`src/rtl/dtq_pkg.sv`:
```
// ---------------------------------------------------------------------------
// dtq_pkg: shared types and constants of the deadline timer queue
// Beat structs, opcodes, timer modes and cell control commands.
// ---------------------------------------------------------------------------
package dtq_pkg;

  localparam int DEFAULT_QUEUE_DEPTH = 16;
  localparam logic [7:0] TRIM_TICKS = 8'h01;
  localparam int MAX_TICKS_LOG2 = 8;          // 256 ticks
  localparam logic [7:0] FULL_COUNT = 8'hFF;
  localparam logic [10:0] TICK_RESET = 11'd4;

  localparam logic [0:0] CFG_ENABLE = 1'b0;
  localparam logic [0:0] CFG_TICK = 1'b1;

  localparam logic [2:0] OP_COMPARE = 3'd0;
  localparam logic [2:0] OP_OVERFLOW = 3'd1;
  localparam logic [2:0] OP_ONCE = 3'd2;
  localparam logic [2:0] OP_RATE = 3'd3;
  localparam logic [2:0] OP_CANCEL = 3'd4;

  localparam logic [1:0] MODE_IDLE = 2'd0;
  localparam logic [1:0] MODE_COMPARE = 2'd1;
  localparam logic [1:0] MODE_OVERFLOW = 2'd2;

  typedef struct packed {
    logic [2:0] opcode;
    logic [31:0] now_us;
    logic [31:0] delay_us;
    logic [31:0] initial_delay_us;
    logic [15:0] task_tag;
    logic [15:0] cancel_handle;
    logic from_handler;
  } in_beat_t;

  typedef struct packed {
    logic dispatched;
    logic [15:0] dispatched_tag;
    logic ok;
    logic [15:0] new_handle;
    logic [1:0] timer_mode;
    logic [7:0] compare_count;
  } out_beat_t;

  typedef struct packed {
    logic [31:0] due;
    logic [31:0] queued;
    logic [31:0] period;
    logic [15:0] tag;
    logic rec;
    logic [15:0] handle;
  } entry_t;

  // command broadcast to every cell
  typedef enum logic [1:0] {
    CMD_HOLD,
    CMD_INSERT,  // sorted insert of new_entry
    CMD_REMOVE   // remove cell at pos, shift upper cells down
  } cell_cmd_t;

  typedef struct packed {
    cell_cmd_t cmd;
    entry_t new_entry;
  } cell_ctl_t;

  typedef enum logic [2:0] {
    ST_IDLE,
    ST_CANCEL,
    ST_REQUEUE,
    ST_PROG,
    ST_DIV,
    ST_DONE
  } state_t;

endpackage

```
`src/rtl/dtq_cell.sv`:
```
// ---------------------------------------------------------------------------
// dtq_cell: one slot of the sorted queue
// Holds one entry; on insert it keeps, takes the new entry or takes its lower
// neighbor; on remove it takes its upper neighbor.
// ---------------------------------------------------------------------------
module dtq_cell
  import dtq_pkg::*;
(
  input  logic clk,
  input  cell_ctl_t ctl,
  input  logic remove_here,   // this cell is at or above the removed slot
  input  logic lower_valid,   // lower neighbor occupied
  input  logic lower_le,      // lower neighbor due <= new due
  input  entry_t lower_entry,
  input  entry_t upper_entry,
  input  logic self_valid,
  output entry_t entry,
  output logic le_new
);

  assign le_new = self_valid && (entry.due <= ctl.new_entry.due);

  always_ff @(posedge clk) begin
    case (ctl.cmd)
      CMD_INSERT: begin
        // slot position = number of cells with due <= new
        if (!le_new) begin
          if (lower_valid && !lower_le) entry <= lower_entry;
          else entry <= ctl.new_entry;
        end
      end
      CMD_REMOVE: begin
        if (remove_here) entry <= upper_entry;
      end
      default: ;
    endcase
  end

endmodule

```
`config.mk`:
```
export PLATFORM = sky130hd
export DESIGN_NAME = dtq_cell
export DESIGN_NICKNAME = d
export VERILOG_FILES = /design/src/rtl/dtq_pkg.sv /design/src/rtl/dtq_cell.sv
export SDC_FILE = /design/constraint.sdc
export NUM_CORES = 1
export LEC_CHECK = 0
export BUFFER_PORTS_ARGS = -buffer_cell sky130_fd_sc_hd__buf_2
export CAP_MARGIN = 20
export CELL_PAD_IN_SITES_DETAIL_PLACEMENT = 1
export CELL_PAD_IN_SITES_GLOBAL_PLACEMENT = 2
export CORE_AREA = 2 2 203 205
export DETAILED_ROUTE_END_ITERATION = 10
export DIE_AREA = 0 0 205 207
export PLACE_DENSITY_LB_ADDON = 0.1
export SLEW_MARGIN = 30
export SYNTH_ARGS = -nofsm -noshare
export SYNTH_HDL_FRONTEND = slang
export SYNTH_SLANG_ARGS = --single-unit
```
`constraint.sdc`:
```
create_clock -name clk -period 5.6 [get_ports clk]
set_clock_uncertainty 0.1 [all_clocks]
set_input_delay 0.56 -clock clk [delete_from_list [all_inputs] [get_ports clk]]
set_output_delay 0.56 -clock clk [all_outputs]
set_load 0.03 [all_outputs]
```
==> run metrics <==
initial antenna violation count=14; GRT Overall Usage=between 15 and 20%; final worst path period need=~3300 ps; clock buffer depth=2; Sum Neg Setup Slack=0 ps; per-cell routed wire length=roughly 19 µm; Post-synth ARST share=0%; Netlist Area Pre-Place=approximately 7400 µm²; clock net sink count=between 100 and 150; Slew headroom=about 45%; CP max FO=3; synth top area cells=edfxtp_1 52%, mux2i_1 17%, nand2_1 7.1%, o21ai_0 6.5%, ha_1 5.4%; first-pass GRT wire length=~48 mm; Critical Path RT=4940 ps; DRT Pass-1 Iters=4; Hold Buf Count CTS=0; number of global-route vias before repair=slightly below 8000; CORE AREA=between 40000 and 50000 µm²; worst r2r src=entry[124]; Max Cap Viol=0; Setup Viol. Count Final=0; Worst setup EP type=output pin; dominant cell type by area after synthesis=edfxtp_1; Die Y=207 µm; syn_nets=between 1000 and 1500; Worst Setup SP=entry[104]; Worst-Margin Slew=between 800 and 900 ps; Slowest cell on crit path=nor4_1; register name with the most flops=entry; Top Usage Layer GRT=met2; Fin. Hold Viols=0; Final Slew Violations=0; CP top delay family=simple AND/OR/NAND/NOR gates; total global routing overflow=0; clock slew at reported path FFs=60 ps; via/cell ratio=about 4.0; most frequent cells in the layout=523 x buf_2, 140 x nand2_1, 129 x mux2i_1, 129 x edfxtp_1, 97 x o21ai_0; met3 Use GR=under 10%; via count=around 7000; CP max stage delay=690 ps; Die W=about 210 µm; RSZ-0062 raised after global routing=no; Iter 0 DRT Violations=237; kind of critical path=register to output pin; fin crit share=about three fifths; Post-CTS Setup Bufs=0; worst vdd ir=between 0.15 and 0.2 mV; Arrival @ worst endpoint=2650 ps; hold_sp=upper_entry[7]; CP cell instances=ha_1 > nand4_1 > nor4_1 > o31ai_2 > o31a_2 > a21oi_1 > buf_2; Max Freq=about 300 MHz; # fillers=4815; total power=slightly above 3 mW; area of the die=42400 µm²; Root Driver=clkbuf_16; filler-free cell count of the finished design=between 1500 and 2000; P per Cell Area=around 270 nW/µm²; routed wire length=33.0 mm; most common cell after layout, fill and taps aside=buf_2; top flop regs=entry (129); Buf/Inv on CP=1; Post-synth EDFFs=approximately 130; top cell type's share of synthesized area=52.3%; Ports=~520; sequential area share after synthesis=between 50 and 60%; ys flop type=edfxtp_1; Yosys cell types=31; IO buf count=523; Routed Antenna Nets=0; Area growth, synth to finish=51.8%; initial core utilization=18.4%; average size of a mapped cell=around 11 µm²; Largest register FFs=about 130; R2R Setup Slk=about 2600 ps; Synth Warn #=0; Placer Congestion=around 0.76; pin count of the biggest net entering global routing=approximately 130; clock latency on the worst-skew pair=~430 ps; status=completed; H-tree Lvls=4; share of layout cells above drive strength 1=between 40% and 50%; hpwl dp=between 20 and 30 mm; # rows=74; FF+latch count, synth=roughly 130; P_leak=~5.5 nW; Post-Synthesis Cells=686; final-stage net count=between 1500 and 2000; DRC=0; crit start category=register; GR Util met1=~16%; Num CTS Buffers=17; post-CTS sizing=0; post-placement cell count=about 1700; CTS tree=built; met2 Use GR=approximately 28%; worst hold path class=input pin to register
-- per-layer routing --
layer	up-vias	wire length [µm]
met4	6	378
li1	3514	-
met2	293	17100
met1	3189	12400
met3	30	3060
met5	-	41
-- metrics by stage --
step	utilization (%)	worst slack [ps]	instance area, µm²	hold WS, ps
6_report	27.9	2290	11300	307
5_1_grt	27.8	2060	11200	293
4_1_cts	27.7	2230	11200	266
3_5_place_dp	26.3	2220	10600	740
3_3_place_gp	26.3	2260	10600	733
2_1_floorplan	-	1120	7420	647
-- cells in the mapped netlist, types with 2 or more instances --
cell type	n
nand4_2	2
inv_1	32
nand4_1	5
nor2b_1	3
a21oi_1	15
buf_4	2
nand2_1	140
nand2b_1	2
a211oi_1	2
mux2i_1	129
o211ai_1	2
clkbuf_1	14
o21a_1	3
edfxtp_1	129
buf_2	28
o21ai_0	97
o21ai_1	35
nor2_1	2
ha_1	32
-- cells by family after synthesis --
| logic type | synth area share (%) |
|---|---|
| AOI/OAI and AO/OA | 11.4 |
| and+or+nand+nor | 9.11 |
| adders and majority gates | 5.40 |
| muxes | 17.4 |
| DFF | 52.3 |
| buffers and inverters | 4.42 |
-- report_power, final --
part           internal (mW)  total, mW  switching (mW)
clock network          0.689       1.12           0.435
logic                  0.266      0.721           0.455
registers               1.18       1.21          0.0256
total                   2.14       3.05           0.915
-- cell type report --
type / instances / area [µm²] / area share [%]
clock inverter: 13 / 145 / 1.29
sequential: 129 / 3870 / 34.4
multi-input combinational: 481 / 3240 / 28.8
timing repair buffer: 532 / 2760 / 24.5
antenna: 9 / 22.5 / 0.200
tap: 532 / 666 / 5.92
inverter: 32 / 120 / 1.07
clock buffer: 18 / 429 / 3.81
-- final timing paths --
| kind | endpoint | cells past startpoint |
|---|---|---|
| setup / recovery | le_new | 7 |
| hold / removal | entry[7] | 3 |
| setup reg to reg | entry[66] | 7 |
| hold reg to reg | entry[116] | 6 |
-- worst register-to-register path, delay by kind of cell (launching register included) --
family / cells / cell delay (ps)
flops: 1 / 410
compound gates: 2 / 480
buf+inv: 1 / 570
simple gates: 3 / 650
fa+ha+maj: 1 / 380
No activity file was read; power rests on OpenSTA's default activity.
