<file path="config.mk">
export PLATFORM = sky130hd
export DESIGN_NAME = dtq_divider
export DESIGN_NICKNAME = d
export VERILOG_FILES = /design/src/rtl/dtq_pkg.sv /design/src/rtl/dtq_divider.sv
export SDC_FILE = /design/constraint.sdc
export NUM_CORES = 1
export LEC_CHECK = 0
export BUFFER_PORTS_ARGS = -buffer_cell sky130_fd_sc_hd__buf_2
export CAP_MARGIN = 20
export CORE_MARGIN = 5
export CORE_UTILIZATION = 56
export CTS_BUF_LIST = sky130_fd_sc_hd__clkbuf_4 sky130_fd_sc_hd__clkbuf_8 sky130_fd_sc_hd__clkbuf_16
export DETAILED_ROUTE_END_ITERATION = 6
export PLACE_DENSITY = 0.82
export SYNTH_ARGS = -nofsm -noshare
export SYNTH_HDL_FRONTEND = slang
export SYNTH_SLANG_ARGS = --single-unit
export TNS_END_PERCENT = 20
</file>
<file path="constraint.sdc">
create_clock -name clk -period 9 [get_ports clk]
set_input_delay 2.7 -clock clk [delete_from_list [all_inputs] [get_ports clk]]
set_output_delay 2.7 -clock clk [all_outputs]
set_load 0.02 [all_outputs]
</file>
<file path="src/rtl/dtq_pkg.sv">
// ---------------------------------------------------------------------------
// dtq_pkg: shared types and constants of the deadline timer queue
// Beat structs, opcodes, timer modes and cell control commands.
// ---------------------------------------------------------------------------
package dtq_pkg;

  localparam int DEFAULT_QUEUE_DEPTH = 16;
  localparam logic [7:0] TRIM_TICKS = 8'h01;
  localparam int MAX_TICKS_LOG2 = 8;          // 256 ticks
  localparam logic [7:0] FULL_COUNT = 8'hFF;
  localparam logic [10:0] TICK_RESET = 11'd4;

  localparam logic [0:0] CFG_ENABLE = 1'b0;
  localparam logic [0:0] CFG_TICK = 1'b1;

  localparam logic [2:0] OP_COMPARE = 3'd0;
  localparam logic [2:0] OP_OVERFLOW = 3'd1;
  localparam logic [2:0] OP_ONCE = 3'd2;
  localparam logic [2:0] OP_RATE = 3'd3;
  localparam logic [2:0] OP_CANCEL = 3'd4;

  localparam logic [1:0] MODE_IDLE = 2'd0;
  localparam logic [1:0] MODE_COMPARE = 2'd1;
  localparam logic [1:0] MODE_OVERFLOW = 2'd2;

  typedef struct packed {
    logic [2:0] opcode;
    logic [31:0] now_us;
    logic [31:0] delay_us;
    logic [31:0] initial_delay_us;
    logic [15:0] task_tag;
    logic [15:0] cancel_handle;
    logic from_handler;
  } in_beat_t;

  typedef struct packed {
    logic dispatched;
    logic [15:0] dispatched_tag;
    logic ok;
    logic [15:0] new_handle;
    logic [1:0] timer_mode;
    logic [7:0] compare_count;
  } out_beat_t;

  typedef struct packed {
    logic [31:0] due;
    logic [31:0] queued;
    logic [31:0] period;
    logic [15:0] tag;
    logic rec;
    logic [15:0] handle;
  } entry_t;

  // command broadcast to every cell
  typedef enum logic [1:0] {
    CMD_HOLD,
    CMD_INSERT,  // sorted insert of new_entry
    CMD_REMOVE   // remove cell at pos, shift upper cells down
  } cell_cmd_t;

  typedef struct packed {
    cell_cmd_t cmd;
    entry_t new_entry;
  } cell_ctl_t;

  typedef enum logic [2:0] {
    ST_IDLE,
    ST_CANCEL,
    ST_REQUEUE,
    ST_PROG,
    ST_DIV,
    ST_DONE
  } state_t;

endpackage

</file>
<file path="src/rtl/dtq_divider.sv">
// ---------------------------------------------------------------------------
// dtq_divider: radix-2 restoring divider for the compare count
// Gives diff / tick, one quotient bit per cycle.
// ---------------------------------------------------------------------------
module dtq_divider
  import dtq_pkg::*;
(
  input  logic clk,
  input  logic rst,
  input  logic start,
  input  logic [31:0] dividend,
  input  logic [10:0] divisor,
  output logic busy,
  output logic [31:0] quotient
);

  logic [31:0] rem;
  logic [31:0] dvd;
  logic [5:0] cnt;
  logic [32:0] trial;

  assign trial = {rem, dvd[31]} - {22'd0, divisor};

  always_ff @(posedge clk) begin
    if (rst) begin
      busy <= 1'b0;
      cnt <= '0;
    end else if (start) begin
      busy <= 1'b1;
      cnt <= 6'd32;
      rem <= '0;
      dvd <= dividend;
    end else if (busy) begin
      if (!trial[32]) rem <= trial[31:0];
      else rem <= {rem[30:0], dvd[31]};
      dvd <= {dvd[30:0], !trial[32]};
      cnt <= cnt - 6'd1;
      if (cnt == 6'd1) busy <= 1'b0;
    end
  end

  assign quotient = dvd;

endmodule

</file>
==> results of run 1 <==
[cell type report]
type / instances / area, sq um / area share
clock inverters: 6 / 61.3 / 0.0132
repair buffers: 80 / 405 / 0.0870
clock buffers: 10 / 131 / 0.0282
flip-flops and latches: 71 / 2060 / 0.443
well taps: 96 / 120 / 0.0258
multi-input cells: 256 / 1820 / 0.390
inverters: 16 / 60.1 / 0.0129
[logic make-up after synthesis]
kind of cell / Yosys count / synth area share
AO/OA/AOI/OAI: 60 / 0.0930
XOR/XNOR: 15 / 0.0329
adder cells (fa/ha/maj): 14 / 0.0457
multiplexers: 37 / 0.104
AND/OR/NAND/NOR: 130 / 0.178
buffers and inverters: 30 / 0.0307
flip-flops: 71 / 0.516
[how the worst max path moves through the flow]
| stage | slack [ns] | from | end | depth (start not counted) |
|---|---|---|---|---|
| 5_1_grt | 3.69 | divisor[0] | rem[15] | 10 |
| 4_1_cts | 3.95 | divisor[0] | rem[15] | 10 |
| 2_1_floorplan | 2.55 | start | quotient[0] | 4 |
| 3_5_place_dp | 3.60 | divisor[0] | rem[27] | 10 |
| 3_3_place_gp | 3.68 | divisor[5] | rem[27] | 10 |
| 6_report | 3.96 | divisor[0] | rem[15] | 10 |
[power groups by stage]
stage	logic (uW)	clock network [uW]	registers (uW)
after floorplan	87.3	0	420
after global placement	132	0	409
after detailed placement	137	0	410
after CTS	138	258	403
after global routing	153	276	406
final	137	255	403
[metal layers]
| metal | global-route usage | part of all wire | vias up |
|---|---|---|---|
| li1 | - | - | 1489 |
| met1 | 0.263 | 0.43 | 1453 |
| met2 | 0.318 | 0.48 | 89 |
| met3 | 0.0598 | 0.072 | 9 |
| met4 | 0.0817 | 0.013 | 0 |
| met5 | 0 | 0 | - |
[synthesized netlist by cell type (2+ instances only)]
| library cell | number | area share |
|---|---|---|
| a21oi_1 | 28 | 0.035 |
| and2_1 | 4 | 0.0063 |
| nor2_1 | 25 | 0.023 |
| a211oi_1 | 2 | 0.0038 |
| clkbuf_1 | 11 | 0.010 |
| buf_2 | 2 | 0.0025 |
| and3_1 | 2 | 0.0031 |
| nand2b_1 | 7 | 0.011 |
| inv_1 | 16 | 0.015 |
| or2_2 | 2 | 0.0031 |
| nor4b_1 | 2 | 0.0044 |
| nor3_1 | 14 | 0.018 |
| xnor2_1 | 6 | 0.013 |
| nand4_1 | 4 | 0.0063 |
| nand3_1 | 5 | 0.0063 |
| xor2_1 | 9 | 0.020 |
| o211ai_1 | 2 | 0.0038 |
| nor4_1 | 7 | 0.011 |
| edfxtp_1 | 64 | 0.48 |
| dfxtp_1 | 7 | 0.035 |
| o31ai_1 | 7 | 0.013 |
| o21ai_0 | 9 | 0.011 |
| o31a_1 | 3 | 0.0066 |
| mux2_2 | 37 | 0.10 |
| a21o_1 | 2 | 0.0038 |
| nand3b_1 | 3 | 0.0056 |
| nand2_1 | 24 | 0.023 |
| or4_1 | 4 | 0.0075 |
| ha_1 | 13 | 0.041 |
| or3_1 | 13 | 0.020 |
| nor2b_1 | 7 | 0.011 |
[worst reg2reg max path: stages, from the launching register on]
cell and delay (ns):
edfxtp_1 0.39, inv_1 0.06, ha_1 0.19, fa_1 0.39, nand2b_1 0.20, a21oi_1 0.25, o211ai_1 0.20, nand3_2 0.16
nand2_4 0.20, nor4_1 0.37, mux2_2 0.37
[flip-flops by register name, indices dropped and copies added (netlist names)]
register / flops
cnt: 6
quotient: 32
rem: 32
busy: 1
[through the flow]
stage,cell area [sq um],utilization
after global routing,4660,0.678
final,4660,0.678
after global placement,4470,0.650
after floorplan,4000,-
after detailed placement,4470,0.650
after CTS,4660,0.678
==> metrics.yaml, run 1 <==
hold_path:
  whs_path_depth: 1
  hold_path_end: "busy"
  hold_class: "reg2reg"
  worstHoldStart: "cnt[5]"
detailed_routing:
  dr_total_vias: 3040
  first_pass_iters: 4
  drt-initial-drc-count: 217
  wirelength_um: 8430
  drtAntennaViolNets: 0
  vias_per_cell: 5.68
  wl_per_cell_um: 15.8
  drc: 0
final_layout:
  final_layout_size_suffix_gt1_frac: 0.326
  final_nets: 494
  diodes: 0
  syn2layout_area_growth_pct: 16.6
  final_common_cell: "buf_2"
  layout_common_cells: "78 x buf_2, 64 x edfxtp_1, 37 x mux2_2"
  final_cells: 535
  fillers: 526
power_and_ir_drop:
  p_int_uw: 577
  power_switching_uw: 218
  p_sw_frac: 0.274
  peakVddDrop_uv: 133
  finalPower_uw: 795
  p_seq_frac: 0.507
  pwr-share-clk: 0.321
  p_comb_frac: 0.173
  p_per_area_nw_per_um2: 171
  leakagePower_uw: 0.00180
worst_setup_path:
  r2r_end: "rem[15]"
  ff2ff_path_depth: 10
  crit_slowest_cell: "fa_1"
  critPathCaptureType: "flop"
  cp_top_family: "simple AND/OR/NAND/NOR gates"
  startpoint_type: "input port"
  cp_cell_sequence: "buf_2 > ha_1 > fa_1 > nand2b_1 > a21oi_1 > o211ai_1 > nand3_2 > nand2_4 > nor4_1 > mux2_2"
  max_stage_delay_ns: 0.39
  arrival_ns: 5.14
  r2r-start: "quotient[31]"
  worstPathMaxFanout: 28
  crit_type: "in2reg"
  regToRegSetupSlack_ns: 5.98
  cp.buffers_inverters: 1
  required_ns: 9.10
clock_tree:
  cts_made_buffers: 9
  cts-resized-gates: 0
  cts_hold_buf: 0
  clockBufferDepth: 2
  cts_tree: "built"
  htree_levels: 3
  clk_pin_slew_ns: 0.08
  post_cts.repair.setup_buffers: 0
  clk_latency_ns: 0.35
  clk_root_buffer_cell: "clkbuf_8"
  cts.sinks: 71
logic_synthesis:
  yosys_warnings: 0
  synth_area_sq_um: 4000
  ys_ff_latch: 71
  synth_top_flop_cell: "edfxtp_1"
  synth.distinct_cells: 47
  syn-num-nets: 417
  syn_area_per_cell_sq_um: 11.2
  async_flop_share: 0
  ys_seq_area_frac: 0.516
  synthCells: 357
  synth-edff-count: 64
timing:
  rsz0062_at_grt: "no"
  slew-limit-headroom: 0.449
  period_share: 0.560
  hold_viol_final: 0
  fmax_mhz: 198
  whs_ns: 0.509
  fin_setup_tns_ns: 0
  layout_setup_ws_ns: 3.96
  setup_viol: 0
  worst_clock_skew_ns: 0.00749
  tightest_slew_ns: 0.827
  slew_violations: 0
  post-route-min-period_ns: 5.04
floorplan:
  rows: 30
  start_util: 0.582
  core-area_sq_um: 6870
  die_w_um: 94.5
  io_pins: 79
  die_y_um: 94.5
  dieArea_sq_um: 8930
placed_design:
  dp_cells: 519
  place_congestion: 0.859
  pre_cts_ws_ns: 3.60
  dp_hpwl_um: 5790
  portBuffers: 78
run_status:
  outcome: "finished clean"
global_routing:
  groute.usage.overall: 0.202
  overflow: 0
  antenna_found_initial: 0
  grt_max_degree: 70
  grt_pass1_vias: 3059
  grt_pass1_wl_um: 14200
run:
  drv_cap: 0
Note: power is estimated with default switching activity, not from simulation.
==> run 2: changes to the inputs <==
Settings changed: CORE_UTILIZATION 56 to 50, PLACE_DENSITY 0.82 to 0.77.
Clock period 9 ns to 4.51 ns, I/O delays scaled along.
==> run 2 against run 1 <==
Via count down 0.39%. Clock power up 100%. Total power up 100%. Design area up 0.51%. Global-route usage down 2.9 points. Core utilization down 7.5 points. Non-clock buffer count unchanged. First-iteration DRC count down 33%. Register-to-register slack worse by 4.5 ns. Worst setup slack worse by 3.2 ns. Clock skew up 0.0017 ns. Count of clock-buffer cells in the layout down 1. Largest cell class unchanged.
==> metrics.yaml, run 2 (synthesis gave the netlist of run 1 again) <==
timing:
  tightest_slew_ns: 0.916
  setup_viol: 0
  slew_violations: 0
  whs_ns: 0.510
  slew-limit-headroom: 0.388
  layout_setup_ws_ns: 0.748
  rsz0062_at_grt: "no"
  worst_clock_skew_ns: 0.00920
  period_share: 0.834
  fmax_mhz: 266
  fin_setup_tns_ns: 0
  hold_viol_final: 0
  post-route-min-period_ns: 3.76
floorplan:
  die_y_um: 99.4
  io_pins: 79
  die_w_um: 99.4
  start_util: 0.514
  dieArea_sq_um: 9880
  rows: 32
  core-area_sq_um: 7770
clock_tree:
  htree_levels: 3
  clk_pin_slew_ns: 0.08
  cts.sinks: 71
  clk_latency_ns: 0.35
  post_cts.repair.setup_buffers: 0
  cts_tree: "built"
  cts-resized-gates: 0
  clockBufferDepth: 2
  cts_hold_buf: 0
  cts_made_buffers: 9
  clk_root_buffer_cell: "clkbuf_8"
placed_design:
  pre_cts_ws_ns: 0.386
  portBuffers: 78
  dp_hpwl_um: 5760
  place_congestion: 0.855
run_status:
  outcome: "finished clean"
worst_setup_path:
  startpoint_type: "input port"
  arrival_ns: 3.87
  required_ns: 4.62
  r2r_end: "rem[27]"
  r2r-start: "rem[4]"
  critPathCaptureType: "flop"
  ff2ff_path_depth: 8
  crit_type: "in2reg"
  regToRegSetupSlack_ns: 1.45
  worstPathMaxFanout: 28
global_routing:
  grt_pass1_wl_um: 13800
  overflow: 0
  grt_pass1_vias: 3057
  grt_max_degree: 57
  antenna_found_initial: 0
  groute.usage.overall: 0.173
power_and_ir_drop:
  peakVddDrop_uv: 170
  p_per_area_nw_per_um2: 339
  leakagePower_uw: 0.00180
final_layout:
  final_layout_size_suffix_gt1_frac: 0.326
  final_common_cell: "buf_2"
  layout_common_cells: "78 x buf_2, 64 x edfxtp_1, 37 x mux2_2"
  syn2layout_area_growth_pct: 17.2
  final_nets: 494
  diodes: 0
run:
  drv_cap: 0
detailed_routing:
  first_pass_iters: 4
  wl_per_cell_um: 15.3
  dr_total_vias: 3028
  drt-initial-drc-count: 145
  drtAntennaViolNets: 0
  drc: 0
  vias_per_cell: 5.60
  wirelength_um: 8280
hold_path:
  whs_path_depth: 2
  hold_class: "reg2reg"
  worstHoldStart: "cnt[1]"
  hold_path_end: "cnt[1]"
==> run 2: changes by cell type in the layout (fill, tap and decap cells not counted), sizes merged <==
cell,before,now
clkinvlp,0,1
clkbuf,10,9
==> run 2: cell type report <==
class                   count  area [sq um]
well taps                 102           128
clock buffers               9           124
fillers                   672          3080
clock inverters             7          72.6
repair buffers             80           418
flip-flops and latches     71          2060
multi-input cells         256          1820
inverters                  16          60.1
==> run 2: how the worst max path moves through the flow <==
stage / startpoint / endpoint
floorplan: start / quotient[0]
global placement: divisor[5] / rem[27]
detailed placement: divisor[5] / rem[27]
CTS: divisor[5] / rem[27]
global route: divisor[0] / rem[27]
finish: divisor[5] / rem[27]
==> run 2: where the power goes <==
part	leakage [uW]	internal, uW	switching (uW)	total [uW]
Sequential	0.000676	773	30.7	804
Combinational	0.00103	119	156	275
Clock	0.0000972	256	253	509
==> run 2: critical path, cell delays in order <==
cell	delay, ns
buf_2	0.07
inv_1	0.03
ha_1	0.36
a21o_1	0.23
a211o_1	0.25
o211ai_1	0.29
a41o_2	0.31
nand2_4	0.19
nor4b_1	0.39
mux2_2	0.37
==> run 2: per-layer routing <==
metal  up-vias  share of wire  global-route usage
met5         -              0                   0
met4         0          0.011              0.0714
met3         9          0.074              0.0554
met2        93           0.47               0.271
met1      1437           0.45               0.222
li1       1489              -                   -
==> run 2: stage by stage <==
step	utilization	cells	area, sq um	total power [uW]
floorplan	-	357	4000	1010
global placement	0.578	525	4490	1080
detailed placement	0.578	525	4490	1090
CTS	0.603	541	4680	1610
global route	0.603	541	4680	1670
finish	0.603	541	4680	1590
==> run 3: changes to the inputs <==
Settings changed: ABC_AREA set to 1, CORE_UTILIZATION 50 to 52, PLACE_DENSITY 0.77 to 0.79.
Clock period 4.51 ns to 3.1 ns, I/O delays scaled along.
==> run 3 against run 2 <==
Clock skew rose by 0.0042 ns. Sequential power rose by 47%. Worst setup slack got worse by 0.31 ns. Count of clock-buffer cells in the layout rose by 1. Critical path depth rose by 5.
==> metrics.yaml, run 3 <==
floorplan:
  dieArea_sq_um: 11000
  die_y_um: 105
  die_w_um: 105
  core-area_sq_um: 8720
  rows: 34
  start_util: 0.536
  io_pins: 79
final_layout:
  layout_common_cells: "253 x nand2_1, 78 x buf_2, 67 x nor2_1"
  final_cells: 830
  final_common_cell: "nand2_1"
  final_layout_size_suffix_gt1_frac: 0.175
  syn2layout_area_growth_pct: 15.5
  final_nets: 777
  diodes: 0
global_routing:
  antenna_found_initial: 0
  grt_pass1_vias: 4160
  grt_max_degree: 58
  groute.usage.overall: 0.209
  overflow: 0
  grt_pass1_wl_um: 19200
placed_design:
  place_congestion: 0.957
  dp_cells: 814
  dp_hpwl_um: 8340
  portBuffers: 78
detailed_routing:
  drt-initial-drc-count: 239
  first_pass_iters: 5
  dr_total_vias: 4396
  wl_per_cell_um: 13.8
  drc: 0
  drtAntennaViolNets: 0
  wirelength_um: 11400
  vias_per_cell: 5.30
logic_synthesis:
  yosysTopAreaCellShare: 0.411
  syn-num-nets: 692
  synthCells: 632
  synth.distinct_cells: 38
  synth_top_flop_cell: "edfxtp_1"
  synthTopCellsByArea: "edfxtp_1 41%, nand2_1 20%, nor2_1 5.4%"
  netlist_top_cells_count: "253 x nand2_1, 67 x nor2_1, 64 x edfxtp_1"
  synth-edff-count: 64
  yosys_warnings: 0
  syn_area_per_cell_sq_um: 7.39
  synth.most_common_cell: "nand2_1"
  synth_top_cell_by_area: "edfxtp_1"
  ys_seq_area_frac: 0.441
  synth_area_sq_um: 4670
  async_flop_share: 0
  ys_ff_latch: 71
clock_tree:
  cts_made_buffers: 9
  cts_hold_buf: 0
  clk_root_buffer_cell: "clkbuf_8"
  cts.sinks: 71
  post_cts.repair.setup_buffers: 0
  cts-resized-gates: 0
  clockBufferDepth: 2
  htree_levels: 3
  clk_latency_ns: 0.36
  clk_pin_slew_ns: 0.08
  cts_tree: "built"
timing:
  tightest_slew_ns: 0.575
  hold_viol_final: 0
  rsz0062_at_grt: "no"
  slew_violations: 0
  period_share: 0.858
  fin_setup_tns_ns: 0
  setup_viol: 0
  slew-limit-headroom: 0.617
  worst_clock_skew_ns: 0.0134
  fmax_mhz: 376
  post-route-min-period_ns: 2.66
power_and_ir_drop:
  leakagePower_uw: 0.00258
  p_per_area_nw_per_um2: 445
  peakVddDrop_uv: 342
run:
  drv_cap: 0
hold_path:
  hold_class: "reg2reg"
worst_setup_path:
  worstPathMaxFanout: 18
  critPathCaptureType: "flop"
  required_ns: 3.29
  crit_type: "in2reg"
  cp_cell_sequence: "buf_2 > ha_1 > fa_1 > inv_1 > nand2_1 > nand2_1 > nand3_1 > nand2_2 > nand2_4 > nand3_2 > nand2_4 > nand2_4 > buf_12 > nand2_1 > a21oi_1"
  startpoint_type: "input port"
  max_stage_delay_ns: 0.42
  arrival_ns: 2.85
  crit_slowest_cell: "fa_1"
run_status:
  outcome: "finished clean"
[run 3: cell type report]
class	count	area, sq um
Fill cell	756	3320
Multi-Input combinational cell	474	2260
Sequential cell	71	2060
Timing Repair Buffer	91	500
Inverter	70	264
Tap cell	108	135
Clock buffer	10	131
Clock inverter	6	45.0
[run 3: cells by family after synthesis]
logic type      Yosys count  synth area share
xor+xnor                 14            0.0262
buf+inv                  87            0.0774
compound gates           43            0.0506
flops                    71             0.441
fa+ha+maj                14            0.0391
simple gates            403             0.365
[run 3: critical path, delay by kind of cell]
| family | cells | cell delay, ns |
|---|---|---|
| adder cells (fa/ha/maj) | 2 | 0.63 |
| buffers and inverters | 3 | 0.35 |
| AO/OA/AOI/OAI | 1 | 0.17 |
| AND/OR/NAND/NOR | 9 | 0.77 |
[run 3: final timing paths]
| path | start | to | slack [ns] | cells after the start |
|---|---|---|---|---|
| setup / recovery | divisor[0] | rem[28] | 0.44 | 15 |
| hold / removal | cnt[0] | cnt[0] | 0.50 | 2 |
| setup reg to reg | quotient[31] | rem[28] | 0.68 | 15 |
| hold reg to reg | cnt[0] | cnt[0] | 0.50 | 2 |
[run 3: through the flow]
step / utilization / power [uW] / worst slack [ns] / area, sq um / hold WS (ns)
5_1_grt: 0.619 / 2530 / 0.283 / 5400 / 0.528
2_1_floorplan: - / 1560 / 0.378 / 4680 / 0.457
6_report: 0.619 / 2400 / 0.439 / 5400 / 0.498
4_1_cts: 0.619 / 2410 / 0.444 / 5400 / 0.501
3_3_place_gp: 0.599 / 1710 / 0.123 / 5220 / 0.471
3_5_place_dp: 0.599 / 1730 / 0.0698 / 5220 / 0.489
[run 3: per-layer routing]
layer,global-route usage,vias to the layer above,share of wire
met1,0.273,1993,0.42
met4,0.0776,0,0.025
met2,0.340,174,0.48
met5,0,-,0
li1,-,2201,-
met3,0.0475,28,0.074
[run 3: power breakdown]
group	leakage, uW	total [uW]	internal (uW)	switching, uW
logic	0.00182	531	191	340
clock network	0.0000844	694	304	390
registers	0.000679	1180	1130	49.5
